## config.mk

```make
export PLATFORM = sky130hd
export DESIGN_NAME = gregorian_date_serial_convert_unit
export DESIGN_NICKNAME = d
export VERILOG_FILES = /design/src/rtl/gdsc_pkg.sv /design/src/rtl/gregorian_date_serial_convert_unit.sv
export SDC_FILE = /design/constraint.sdc
export NUM_CORES = 2
export LEC_CHECK = 0
export BUFFER_PORTS_ARGS = -buffer_cell sky130_fd_sc_hd__buf_2
export CAP_MARGIN = 15
export CORE_MARGIN = 4
export CORE_UTILIZATION = 65
export DETAILED_ROUTE_END_ITERATION = 16
export PLACE_DENSITY = 0.82
export REMOVE_ABC_BUFFERS = 1
export SLEW_MARGIN = 20
export SYNTH_ARGS = -nofsm -noshare
export SYNTH_HDL_FRONTEND = slang
export SYNTH_SLANG_ARGS = --single-unit
```

## constraint.sdc

```tcl
create_clock -name clk -period 19.3 [get_ports clk]
set_input_delay 1.93 -clock clk [delete_from_list [all_inputs] [get_ports clk]]
set_output_delay 1.93 -clock clk [all_outputs]
set_load 0.05 [all_outputs]
```

## src/rtl/gdsc_pkg.sv

```systemverilog
package gdsc_pkg;

	// Operation selector codes.
	localparam logic [1:0] OP_TO_SERIAL = 2'd0;
	localparam logic [1:0] OP_TO_DATE   = 2'd1;
	localparam logic [1:0] OP_PREV_DATE = 2'd2;
	localparam logic [1:0] OP_NONE      = 2'd3;

	// Error codes.
	localparam logic [1:0] ERR_NONE  = 2'd0;
	localparam logic [1:0] ERR_DATE  = 2'd1;
	localparam logic [1:0] ERR_RANGE = 2'd2;

	// Cycle lengths of the calendar in days.
	localparam int unsigned DAYS_400 = 146097;
	localparam int unsigned DAYS_100 = 36524;
	localparam int unsigned DAYS_4   = 1461;
	localparam int unsigned DAYS_1   = 365;

	// Side data that rides along the conversion stages.
	typedef struct packed {
		logic        conv;
		logic [1:0]  err;
		logic [4:0]  day;
		logic [3:0]  month;
		logic [13:0] year;
		logic [21:0] serial;
	} gdsc_side_t;

	// Length of a month in a common year; zero for a month code that is not a month.
	function automatic logic [4:0] month_days(input logic [3:0] m);
		logic [4:0] len;
		case (m)
			4'd1:    len = 5'd31;
			4'd2:    len = 5'd28;
			4'd3:    len = 5'd31;
			4'd4:    len = 5'd30;
			4'd5:    len = 5'd31;
			4'd6:    len = 5'd30;
			4'd7:    len = 5'd31;
			4'd8:    len = 5'd31;
			4'd9:    len = 5'd30;
			4'd10:   len = 5'd31;
			4'd11:   len = 5'd30;
			4'd12:   len = 5'd31;
			default: len = 5'd0;
		endcase
		return len;
	endfunction

	// Days of the year that come before the first of month m.
	function automatic logic [8:0] cum_days(input logic [3:0] m, input logic leap);
		logic [8:0] base;
		case (m)
			4'd1:    base = 9'd0;
			4'd2:    base = 9'd31;
			4'd3:    base = 9'd59;
			4'd4:    base = 9'd90;
			4'd5:    base = 9'd120;
			4'd6:    base = 9'd151;
			4'd7:    base = 9'd181;
			4'd8:    base = 9'd212;
			4'd9:    base = 9'd243;
			4'd10:   base = 9'd273;
			4'd11:   base = 9'd304;
			4'd12:   base = 9'd334;
			default: base = 9'd0;
		endcase
		if (leap && (m > 4'd2)) begin
			base = base + 9'd1;
		end
		return base;
	endfunction

endpackage

```

## src/rtl/gregorian_date_serial_convert_unit.sv

```systemverilog
// Proleptic Gregorian date and serial day number converter. A word is taken at every clock
// edge where start is high; busy stays low because the pipeline never stalls. The result of a
// word is driven on the result ports with done high for exactly one cycle, from the registers
// of the last stage. The receiver cannot hold a result off, so it must capture every word that
// done marks. One word per cycle is sustained.
// The eleven stages are set by the serial-to-date path: a reciprocal multiply and a subtract
// for the 400-year cycle, compares for the century, a reciprocal multiply and a subtract for
// the four-year group, compares for the year, then the month search and the day of the month.
// A word with op 3 is taken but gives no result. There is no clearing pass after reset.
module gregorian_date_serial_convert_unit #(
	parameter int unsigned MAX_YEAR = 9999
) (
	input  logic        clk,
	input  logic        arst_n,
	input  logic        start,
	output logic        busy,
	input  logic [1:0]  op,
	input  logic [4:0]  day,
	input  logic [3:0]  month,
	input  logic [13:0] year,
	input  logic [21:0] serial_in,
	output logic        done,
	output logic [4:0]  day_out,
	output logic [3:0]  month_out,
	output logic [13:0] year_out,
	output logic [21:0] serial_out,
	output logic [1:0]  error_code
);
	import gdsc_pkg::*;

	localparam int unsigned Latency = 11;
	localparam logic [16:0] MaxYear = 17'(MAX_YEAR);
	localparam logic [24:0] SerialMax =
		25'(365 * MAX_YEAR + MAX_YEAR / 4 - MAX_YEAR / 100 + MAX_YEAR / 400);
	// Reciprocals, exact over the operand ranges that reach them.
	localparam logic [12:0] Recip100 = 13'd5243;
	localparam logic [23:0] Recip400 = 24'((64'd1 << 41) / 64'(DAYS_400) + 64'd1);
	localparam logic [21:0] Recip4   = 22'((64'd1 << 32) / 64'(DAYS_4) + 64'd1);

	logic accept;

	// Stage registers.
	logic        v_s1, v_s2, v_s3, v_s4, v_s5, v_s6, v_s7, v_s8, v_s9, v_s10, v_s11;
	logic [1:0]  op_s1, op_s2, op_s3;
	logic [4:0]  day_s1, day_s2, day_s3;
	logic [3:0]  month_s1, month_s2, month_s3;
	logic [13:0] year_s1, year_s2, year_s3;
	logic [21:0] serial_s1, serial_s2, serial_s3;
	logic [22:0] mul365_s2;
	logic [11:0] dq4_s2;
	logic [7:0]  dq100_s2, yq100_s2;
	logic [5:0]  dq400_s2, yq400_s2;
	logic        range_bad_s2, range_bad_s3;
	logic        date_ok_s3;
	logic [22:0] sdate_s3;
	gdsc_side_t  side_s4, side_s5, side_s6, side_s7, side_s8, side_s9, side_s10;
	logic [22:0] n_s4;
	logic [5:0]  q400_s4, q400_s5, q400_s6, q400_s7, q400_s8;
	logic [17:0] r400_s5;
	logic [1:0]  q100_s6, q100_s7, q100_s8;
	logic [15:0] r100_s6, r100_s7;
	logic [4:0]  q4_s7, q4_s8;
	logic [10:0] r4_s8;
	logic [8:0]  r1_s9, r1_s10;
	logic        leap_s9, leap_s10;
	logic [13:0] yr_s9, yr_s10;
	logic [3:0]  mon_s10;
	logic [4:0]  day_s11;
	logic [3:0]  month_s11;
	logic [13:0] year_s11;
	logic [21:0] serial_s11;
	logic [1:0]  err_s11;

	// Combinational values of each stage.
	logic [13:0] dy2;
	logic [22:0] mul365_2;
	logic [26:0] dprod100_2, yprod100_2;
	logic [24:0] dprod400_2, yprod400_2;
	logic        range_bad_2;
	logic        leap3, date_ok3;
	logic [4:0]  mlen3;
	logic [22:0] sdate3;
	logic [1:0]  err4;
	logic [22:0] sres4, n4;
	logic [46:0] prod400_4;
	gdsc_side_t  side4;
	logic [22:0] r400_5;
	logic [1:0]  q100_6;
	logic [17:0] r100_6;
	logic [37:0] prod4_7;
	logic [15:0] r4_8;
	logic [1:0]  q1_9;
	logic [10:0] r1_9;
	logic        leap9;
	logic [15:0] yr9;
	logic [3:0]  mon10;
	logic [8:0]  day11;

	// The pipeline never holds off a word.
	assign busy   = 1'b0;
	assign accept = start && !busy;

	// Valid bits travel with the words; op 3 produces nothing.
	always_ff @(posedge clk or negedge arst_n) begin
		if (!arst_n) begin
			v_s1  <= 1'b0;
			v_s2  <= 1'b0;
			v_s3  <= 1'b0;
			v_s4  <= 1'b0;
			v_s5  <= 1'b0;
			v_s6  <= 1'b0;
			v_s7  <= 1'b0;
			v_s8  <= 1'b0;
			v_s9  <= 1'b0;
			v_s10 <= 1'b0;
			v_s11 <= 1'b0;
		end else begin
			v_s1  <= accept && (op != OP_NONE);
			v_s2  <= v_s1;
			v_s3  <= v_s2;
			v_s4  <= v_s3;
			v_s5  <= v_s4;
			v_s6  <= v_s5;
			v_s7  <= v_s6;
			v_s8  <= v_s7;
			v_s9  <= v_s8;
			v_s10 <= v_s9;
			v_s11 <= v_s10;
		end
	end

	// Stage 2: products for the days before the year, year quotients for the leap rule.
	always_comb begin
		dy2         = year_s1 - 14'd1;
		mul365_2    = 23'(dy2) * 23'(DAYS_1);
		dprod100_2  = 27'(dy2) * 27'(Recip100);
		dprod400_2  = 25'(dy2[13:2]) * 25'(Recip100);
		yprod100_2  = 27'(year_s1) * 27'(Recip100);
		yprod400_2  = 25'(year_s1[13:2]) * 25'(Recip100);
		range_bad_2 = (serial_s1 == 22'd0) || ({3'b000, serial_s1} > SerialMax);
	end

	// Stage 3: leap rule, date check and the serial number of the date.
	always_comb begin
		leap3 = ((year_s2[1:0] == 2'd0) && (year_s2 != 14'(yq100_s2) * 14'd100))
			|| (year_s2 == 14'(yq400_s2) * 14'd400);
		mlen3 = ((month_s2 == 4'd2) && leap3) ? 5'd29 : month_days(month_s2);
		date_ok3 = (year_s2 != 14'd0) && ({3'b000, year_s2} <= MaxYear)
			&& (month_s2 >= 4'd1) && (month_s2 <= 4'd12)
			&& (day_s2 != 5'd0) && (day_s2 <= mlen3);
		sdate3 = mul365_s2 + 23'(dq4_s2) + 23'(dq400_s2) - 23'(dq100_s2)
			+ 23'(cum_days(month_s2, leap3)) + 23'(day_s2);
	end

	// Stage 4: pick the serial to convert, settle the error code, estimate the 400-year count.
	always_comb begin
		case (op_s3)
			OP_TO_SERIAL: begin
				err4  = date_ok_s3 ? ERR_NONE : ERR_DATE;
				sres4 = sdate_s3;
				n4    = sdate_s3 - 23'd1;
			end
			OP_TO_DATE: begin
				err4  = range_bad_s3 ? ERR_RANGE : ERR_NONE;
				sres4 = {1'b0, serial_s3};
				n4    = {1'b0, serial_s3} - 23'd1;
			end
			default: begin
				if (!date_ok_s3) begin
					err4 = ERR_DATE;
				end else if (sdate_s3 <= 23'd1) begin
					err4 = ERR_RANGE;
				end else begin
					err4 = ERR_NONE;
				end
				sres4 = sdate_s3 - 23'd1;
				n4    = sdate_s3 - 23'd2;
			end
		endcase
		prod400_4    = 47'(n4) * 47'(Recip400);
		side4.conv   = (op_s3 != OP_TO_SERIAL);
		side4.err    = err4;
		side4.day    = day_s3;
		side4.month  = month_s3;
		side4.year   = year_s3;
		side4.serial = sres4[21:0];
	end

	// Stage 5: remainder within the 400-year cycle.
	assign r400_5 = n_s4 - 23'(q400_s4) * 23'(DAYS_400);

	// Stage 6: century within the cycle, the last century taking the extra day.
	always_comb begin
		q100_6 = 2'(r400_s5 >= 18'(DAYS_100)) + 2'(r400_s5 >= 18'(2 * DAYS_100))
			+ 2'(r400_s5 >= 18'(3 * DAYS_100));
		r100_6 = r400_s5 - 18'(q100_6) * 18'(DAYS_100);
	end

	// Stage 7: four-year group within the century.
	assign prod4_7 = 38'(r100_s6) * 38'(Recip4);

	// Stage 8: remainder within the four-year group.
	assign r4_8 = r100_s7 - 16'(q4_s7) * 16'(DAYS_4);

	// Stage 9: year within the group, its leap flag and the full year.
	always_comb begin
		q1_9 = 2'(r4_s8 >= 11'(DAYS_1)) + 2'(r4_s8 >= 11'(2 * DAYS_1))
			+ 2'(r4_s8 >= 11'(3 * DAYS_1));
		r1_9 = r4_s8 - 11'(q1_9) * 11'(DAYS_1);
		leap9 = (q1_9 == 2'd3) && !((q4_s8 == 5'd24) && (q100_s8 != 2'd3));
		yr9 = 16'(q400_s8) * 16'd400 + 16'(q100_s8) * 16'd100 + 16'(q4_s8) * 16'd4
			+ 16'(q1_9) + 16'd1;
	end

	// Stage 10: month search over the day of the year.
	always_comb begin
		mon10 = 4'd1;
		for (int k = 2; k <= 12; k++) begin
			if (r1_s9 >= cum_days(4'(k), leap_s9)) begin
				mon10 = mon10 + 4'd1;
			end
		end
	end

	// Stage 11: day of the month.
	assign day11 = r1_s10 - cum_days(mon_s10, leap_s10) + 9'd1;

	// Pipeline payload registers.
	always_ff @(posedge clk) begin
		op_s1     <= op;
		day_s1    <= day;
		month_s1  <= month;
		year_s1   <= year;
		serial_s1 <= serial_in;

		op_s2        <= op_s1;
		day_s2       <= day_s1;
		month_s2     <= month_s1;
		year_s2      <= year_s1;
		serial_s2    <= serial_s1;
		mul365_s2    <= mul365_2;
		dq4_s2       <= dy2[13:2];
		dq100_s2     <= dprod100_2[26:19];
		dq400_s2     <= dprod400_2[24:19];
		yq100_s2     <= yprod100_2[26:19];
		yq400_s2     <= yprod400_2[24:19];
		range_bad_s2 <= range_bad_2;

		op_s3        <= op_s2;
		day_s3       <= day_s2;
		month_s3     <= month_s2;
		year_s3      <= year_s2;
		serial_s3    <= serial_s2;
		range_bad_s3 <= range_bad_s2;
		date_ok_s3   <= date_ok3;
		sdate_s3     <= sdate3;

		side_s4 <= side4;
		n_s4    <= n4;
		q400_s4 <= prod400_4[46:41];

		side_s5 <= side_s4;
		q400_s5 <= q400_s4;
		r400_s5 <= r400_5[17:0];

		side_s6 <= side_s5;
		q400_s6 <= q400_s5;
		q100_s6 <= q100_6;
		r100_s6 <= r100_6[15:0];

		side_s7 <= side_s6;
		q400_s7 <= q400_s6;
		q100_s7 <= q100_s6;
		r100_s7 <= r100_s6;
		q4_s7   <= prod4_7[36:32];

		side_s8 <= side_s7;
		q400_s8 <= q400_s7;
		q100_s8 <= q100_s7;
		q4_s8   <= q4_s7;
		r4_s8   <= r4_8[10:0];

		side_s9 <= side_s8;
		r1_s9   <= r1_9[8:0];
		leap_s9 <= leap9;
		yr_s9   <= yr9[13:0];

		side_s10 <= side_s9;
		r1_s10   <= r1_s9;
		leap_s10 <= leap_s9;
		yr_s10   <= yr_s9;
		mon_s10  <= mon10;

		// Result word: zeros on error, the input date for op 0, else the converted date.
		err_s11 <= side_s10.err;
		if (side_s10.err != ERR_NONE) begin
			day_s11    <= 5'd0;
			month_s11  <= 4'd0;
			year_s11   <= 14'd0;
			serial_s11 <= 22'd0;
		end else if (!side_s10.conv) begin
			day_s11    <= side_s10.day;
			month_s11  <= side_s10.month;
			year_s11   <= side_s10.year;
			serial_s11 <= side_s10.serial;
		end else begin
			day_s11    <= day11[4:0];
			month_s11  <= mon_s10;
			year_s11   <= yr_s10;
			serial_s11 <= side_s10.serial;
		end
	end

	assign done       = v_s11;
	assign day_out    = day_s11;
	assign month_out  = month_s11;
	assign year_out   = year_s11;
	assign serial_out = serial_s11;
	assign error_code = err_s11;

`ifndef SYNTHESIS
	// Every word with a defined op gives a result after the fixed latency.
	a_latency_hit: assert property (@(posedge clk) disable iff (!arst_n)
		(accept && (op != OP_NONE)) |-> ##Latency done)
		else $error("result missing after an accepted word");

	// No result appears without a word that asked for it.
	a_latency_miss: assert property (@(posedge clk) disable iff (!arst_n)
		!(accept && (op != OP_NONE)) |-> ##Latency !done)
		else $error("result without an accepted word");

	// A failed word carries an all-zero date and serial.
	a_err_zero: assert property (@(posedge clk) disable iff (!arst_n)
		(done && (error_code != ERR_NONE)) |->
		((day_out == 5'd0) && (month_out == 4'd0) && (year_out == 14'd0)
		&& (serial_out == 22'd0)))
		else $error("error result with nonzero fields");

	// A good result holds a real month and day.
	a_date_sane: assert property (@(posedge clk) disable iff (!arst_n)
		(done && (error_code == ERR_NONE)) |->
		((month_out >= 4'd1) && (month_out <= 4'd12) && (day_out >= 5'd1)
		&& (year_out != 14'd0)))
		else $error("good result with a malformed date");
`endif

endmodule

```

# == Word level (Yosys, flattened, before mapping) ==
# Memory sizes are Yosys's and may differ from the RTL's. A register that Yosys moved wholly into a read port is not among the register bits.
# Cells that the tools add are included.
# totals
reg_bits,792
mem_bits_ro,368
input_bits,50
elab_cells,247
memories,3
# classes
add_sub_neg,35
n_mul,15
order_cmp,25
n_eq_ne,8
n_mux,34
reduce_logical,22
# memory_table
memory,words,width,rd,rd_clocked_by_memory_dff,wr,line,source
(name not given),16,9,1,1,0,gdsc_pkg.sv:54,case (m)
(name not given),16,9,1,1,0,gdsc_pkg.sv:54,
(name not given),16,5,1,1,0,gdsc_pkg.sv:33,case (m)
# op_table
operator,n
$mul 14x13->27 const B,2
$mul 12x13->25 const B,2
$mux 4,12
$mul 23x24->47 const B,1
$pmux 23 s2,1
$pmux 22 s2,1
$add 4x1->4 const B,10
$mul 16x22->37 const B,1
$ge 18x17->1 const B,2
$ge 9x8->1,4
$ge 9x9->1,3
$add 23x12->23,1
$add 23x5->23,1
$add 23x6->23,1
$add 23x9->23,1
$le 23x1->1 const B,1
$mul 14x9->23 const B,1
$sub 22x1->23 const B,1
$sub 23x1->23 const B,1
$sub 23x2->23 const B,1
$sub 23x8->23,1
$gt 22x22->1 const B,1
$logic_not 22->1,1
$mul 6x5->10 const B,2
other kinds (53),86

# == Logic depth before layout (Yosys ltp) ==
# depth
depth_word,22
mapped_depth,35
ltp_nobuf,35

# == Least setup slack after synthesis ==
# Ideal clock, no wire load.
# synth_path
path_type,register to register
start,register serial_s3[10]
end,register q400_s4[5]
setup_time_ps,121
arrival_time_ps,8553
required_ps,19179
slack_ps,10626
stages_incl_launch_ff,31
path_cell_list,dfxtp_1 -> or4_1 -> or3_1 -> or2_2 -> nor3_1 -> xnor2_1 -> a21oi_1 -> o21ai_0 -> inv_1 -> ha_1 -> fa_1 -> fa_1 -> inv_1 -> fa_1 -> fa_1 -> inv_1 -> fa_1 -> inv_1 -> fa_1 -> inv_1 -> ha_1 -> and4_1 -> nand4_1 -> o31a_1 -> a31oi_1 -> a21oi_1 -> o31ai_1 -> a41oi_1 -> nand2b_1 -> a21oi_1 -> xnor2_1
# synth_between
elab_chain_cells,3
# synth_lines
item,line,source
from (decl),gregorian_date_serial_convert_unit.sv:48,"logic [21:0] serial_s1, serial_s2, serial_s3;"
from (signal assigned),gregorian_date_serial_convert_unit.sv:253,serial_s3 <= serial_s2;
$sub 22x1->23,gregorian_date_serial_convert_unit.sv:166,"n4 = {1'b0, serial_s3} - 23'd1;"
$pmux 23 s2,gregorian_date_serial_convert_unit.sv:157,case (op_s3)
$mul 23x24->47,gregorian_date_serial_convert_unit.sv:180,prod400_4 = 47'(n4) * 47'(Recip400);
named net prod400_4[46],gregorian_date_serial_convert_unit.sv:85,logic [46:0] prod400_4;
to (signal assigned),gregorian_date_serial_convert_unit.sv:260,q400_s4 <= prod400_4[46:41];
to (decl),gregorian_date_serial_convert_unit.sv:58,"logic [5:0] q400_s4, q400_s5, q400_s6, q400_s7, q400_s8;"
# The timed path passes the listed nets, and every way through them passes these cells.
# A chain may end at the register's enable or synchronous reset.

# == Final worst setup path ==
# layout_path
start,register sdate_s3[1]
end,register q400_s4[5]
# layout_between
elab_chain_cells,3
elab_cells_between_ends,4
cone_classes,add/sub: 2; mul: 1; mux: 1
# layout_lines
item,line,source
from (decl),gregorian_date_serial_convert_unit.sv:55,logic [22:0] sdate_s3;
from (signal assigned),gregorian_date_serial_convert_unit.sv:256,sdate_s3 <= sdate3;
$sub 23x2->23 or $sub 23x1->23 (tied branches),--,
$pmux 23 s2 *,gregorian_date_serial_convert_unit.sv:157,
$mul 23x24->47 *,gregorian_date_serial_convert_unit.sv:180,
named net prod400_4[46],gregorian_date_serial_convert_unit.sv:85,
# Mark *: on every way through the listed nets, which the timed path passes. The rest lies on a longest branch.

==> summary.txt <==
Commonest non-fill, non-tap cells in the layout: inv_1, ha_1, dfxtp_1, fa_1, nor2_1
Final #Nets: 7078
Reg-to-reg endpoint: q400_s4[5]$_DFF_P_
Register-to-Register Path Depth: 32
Min-delay src: side_s8[9]$_DFF_P_
GR peak layer: met2
Reg-to-reg startpoint: sdate_s3[1]$_DFF_P_
Vias: 35420
Hold Path Class: flip-flop to flip-flop
Most repeated library cell on the critical path: fa_1
Max-slew violations: 0
Worst rel slew slack: 28.56%
Largest net degree at the start of global routing: 75
Multi-input gate area: 35060 um^2
Worst-path clk slew: 0.06 ns
Synth Area per Inst: 10.77 um^2
DR DRC count: 0
Inserted Clock Buffers: 80
Type of origin of the critical path: flip-flop
Post_cts resized: 0
Total routed wirelength: 123600 um
Share of layout cells above drive strength 1: 5.854%
Clk_skew: 0.04437 ns
Data arrival, critical path: 10.21 ns
Ant. Diodes: 0
CP endpoint kind: flip-flop
WS Path Type: flip-flop to flip-flop
CP required: 19.81 ns
Clock latency on the worst-skew pair: 0.63 ns
Area growth syn-to-layout: 8.311%
Sequential cell area: 16250 um^2
Top Ports: 99
Die width: 301.7 um
Routed len/inst: 18.80 um
Post-synth EDFFs: 0
Drt pass-1 iters: 5
Max Buffers Root-to-Sink: 3
Sequential area share after synthesis: 28.98%
GPL Wtd Cong: 0.9744
M1 GR Usage: 37.96%
Initial DRC count: 2385
First-pass GRT wire length: 203200 um
Crit Path Max Fanout: 7
CTS sink count: 809
Vias per cell: 5.387
Gr usage total: 28.41%
Row count: 107
Ys async rst share: 1.360%
Root buf cell: clkbuf_16
M2 GR Usage: 46.55%
CP max stage delay: 0.61 ns
DP HPWL: 97960 um
Die ar.: 91040 um^2
Remaining antenna violation count: 0
MaxCap Viol Count: 0
Most common cell after layout, fill and taps aside: inv_1
R2R setup slack: 9.60 ns
Starting Density: 65.65%
Min cycle time layout: 9.698 ns
Cells after synthesis: 5208
Fillers: 5888
Fmax: 103.1 MHz
Slowest CP cell: or4_1
Std-Cell Core Area: 85410 um^2
Final Hold Vio Count: 0
Initial antenna violation count: 7
Buffers added on ports: 97
Yosys reg bits: 809
Synthesis warning total: 0
# Post-CTS Setup Buffers: 0
Setup TNS: 0 ns
GR Overflow Total: 0
Top FF cell, synth: dfxtp_1
Final Setup Violations: 0
Worst Hold End: side_s9[9]$_DFF_P_
CTS tree: yes
Clock H-tree levels: 3
Fin crit share: 50.25%
Hold buffers post-CTS: 0
Met3 Use GR: 6.724%
Post-Syn Area: 56080 um^2
Slew @ Worst Pin: 1.042 ns
Outcome: finished clean
Post-synth cell types: 88
Die height: 301.7 um
RSZ-0062 raised after global routing: no
Vias in the first global route: 38910
Cells on Worst Hold Path: 0
==> synth_stat cells, types with 18 or more instances <==
cell	number	area share [%]
o21ai_0	108	0.96
mux2i_1	32	0.57
nor2_1	202	1.4
or3_1	21	0.23
dfxtp_1	798	28
inv_1	1215	8.1
a21boi_0	22	0.29
a31oi_1	18	0.20
clkbuf_1	36	0.24
xor2_1	61	0.95
o21a_1	30	0.40
nor4_1	20	0.22
nand3_1	47	0.42
o21bai_1	22	0.29
nand2b_1	27	0.30
nand2_1	127	0.85
xnor2_1	176	2.7
and2_1	36	0.40
ha_1	1005	22
nor2b_1	30	0.33
a21o_1	57	0.76
nor3_1	57	0.51
fa_1	653	23
nand4_1	35	0.39
a21oi_1	145	1.3
==> sequential cells by signal (all words and copies together), names as in the netlist, 48 cells and up, named ones only <==
register / count
side_s6: 48
side_s10: 48
side_s7: 48
side_s4: 48
side_s5: 48
side_s8: 48
side_s9: 48
==> routing by layer <==
layer	share of wire (%)	vias to the layer above
li1	-	16880
met1	43	17230
met2	46	1089
met3	7.4	228
met4	3.0	0
met5	0	-
==> cell type report <==
type                            count  share of cell area (%)
Multi-Input combinational cell   3134                   57.73
Inverter                         1218                   7.527
Clock inverter                     40                  0.8158
Timing Repair Buffer              127                   1.170
Clock buffer                      104                   3.642
Sequential cell                   809                   26.76
Tap cell                         1144                   2.357
==> worst max path at each step <==
stage	from	to	slack [ns]	cells past startpoint
final	sdate_s3[1]$_DFF_P_	q400_s4[5]$_DFF_P_	9.60	32
after detailed placement	sdate_s3[1]$_DFF_P_	q400_s4[5]$_DFF_P_	9.71	32
after CTS	sdate_s3[1]$_DFF_P_	q400_s4[5]$_DFF_P_	9.69	32
after global routing	sdate_s3[1]$_DFF_P_	q400_s4[5]$_DFF_P_	8.98	32
after floorplan	serial_s3[10]$_DFF_P_	q400_s4[5]$_DFF_P_	10.61	30
after global placement	sdate_s3[1]$_DFF_P_	q400_s4[5]$_DFF_P_	9.86	32
==> stage by stage <==
step                utilization, %  hold WS, ns  instances  setup WS [ns]  instance area (um^2)
CTS                          71.10       0.3149       6575          9.694                 60730
global route                 71.11       0.3194       6576          8.981                 60740
floorplan                        -       0.3096       5161          10.61                 55870
global placement             67.93       0.3096       6431          9.861                 58020
detailed placement           67.93       0.3121       6431          9.712                 58020
finish                       71.11       0.3147       6576          9.602                 60740
==> logic make-up (layout without fill, tap and decap cells) <==
group	Yosys count	in the layout	share of synthesized area [%]
AOI/OAI and AO/OA	528	528	6.185
xor gates and xnor gates	244	244	3.954
adders and majority gates	1658	1658	45.74
buffers and inverters	1265	1489	8.521
DFF	809	809	28.98
muxes	45	45	0.8791
other	1	1	0.006687
and+or+nand+nor	658	658	5.739
==> critical path: cells and delay by family (launching register included) <==
family,cells,cell delay (ns)
and+or+nand+nor,10,2.80
AOI/OAI and AO/OA,7,1.84
DFF,1,0.31
buffers and inverters,5,0.37
xor gates and xnor gates,1,0.12
adders and majority gates,9,4.12
Power is left out: the tool's default activity adds up to more than one toggle a clock period on the data nets, which glitch-free logic cannot reach.
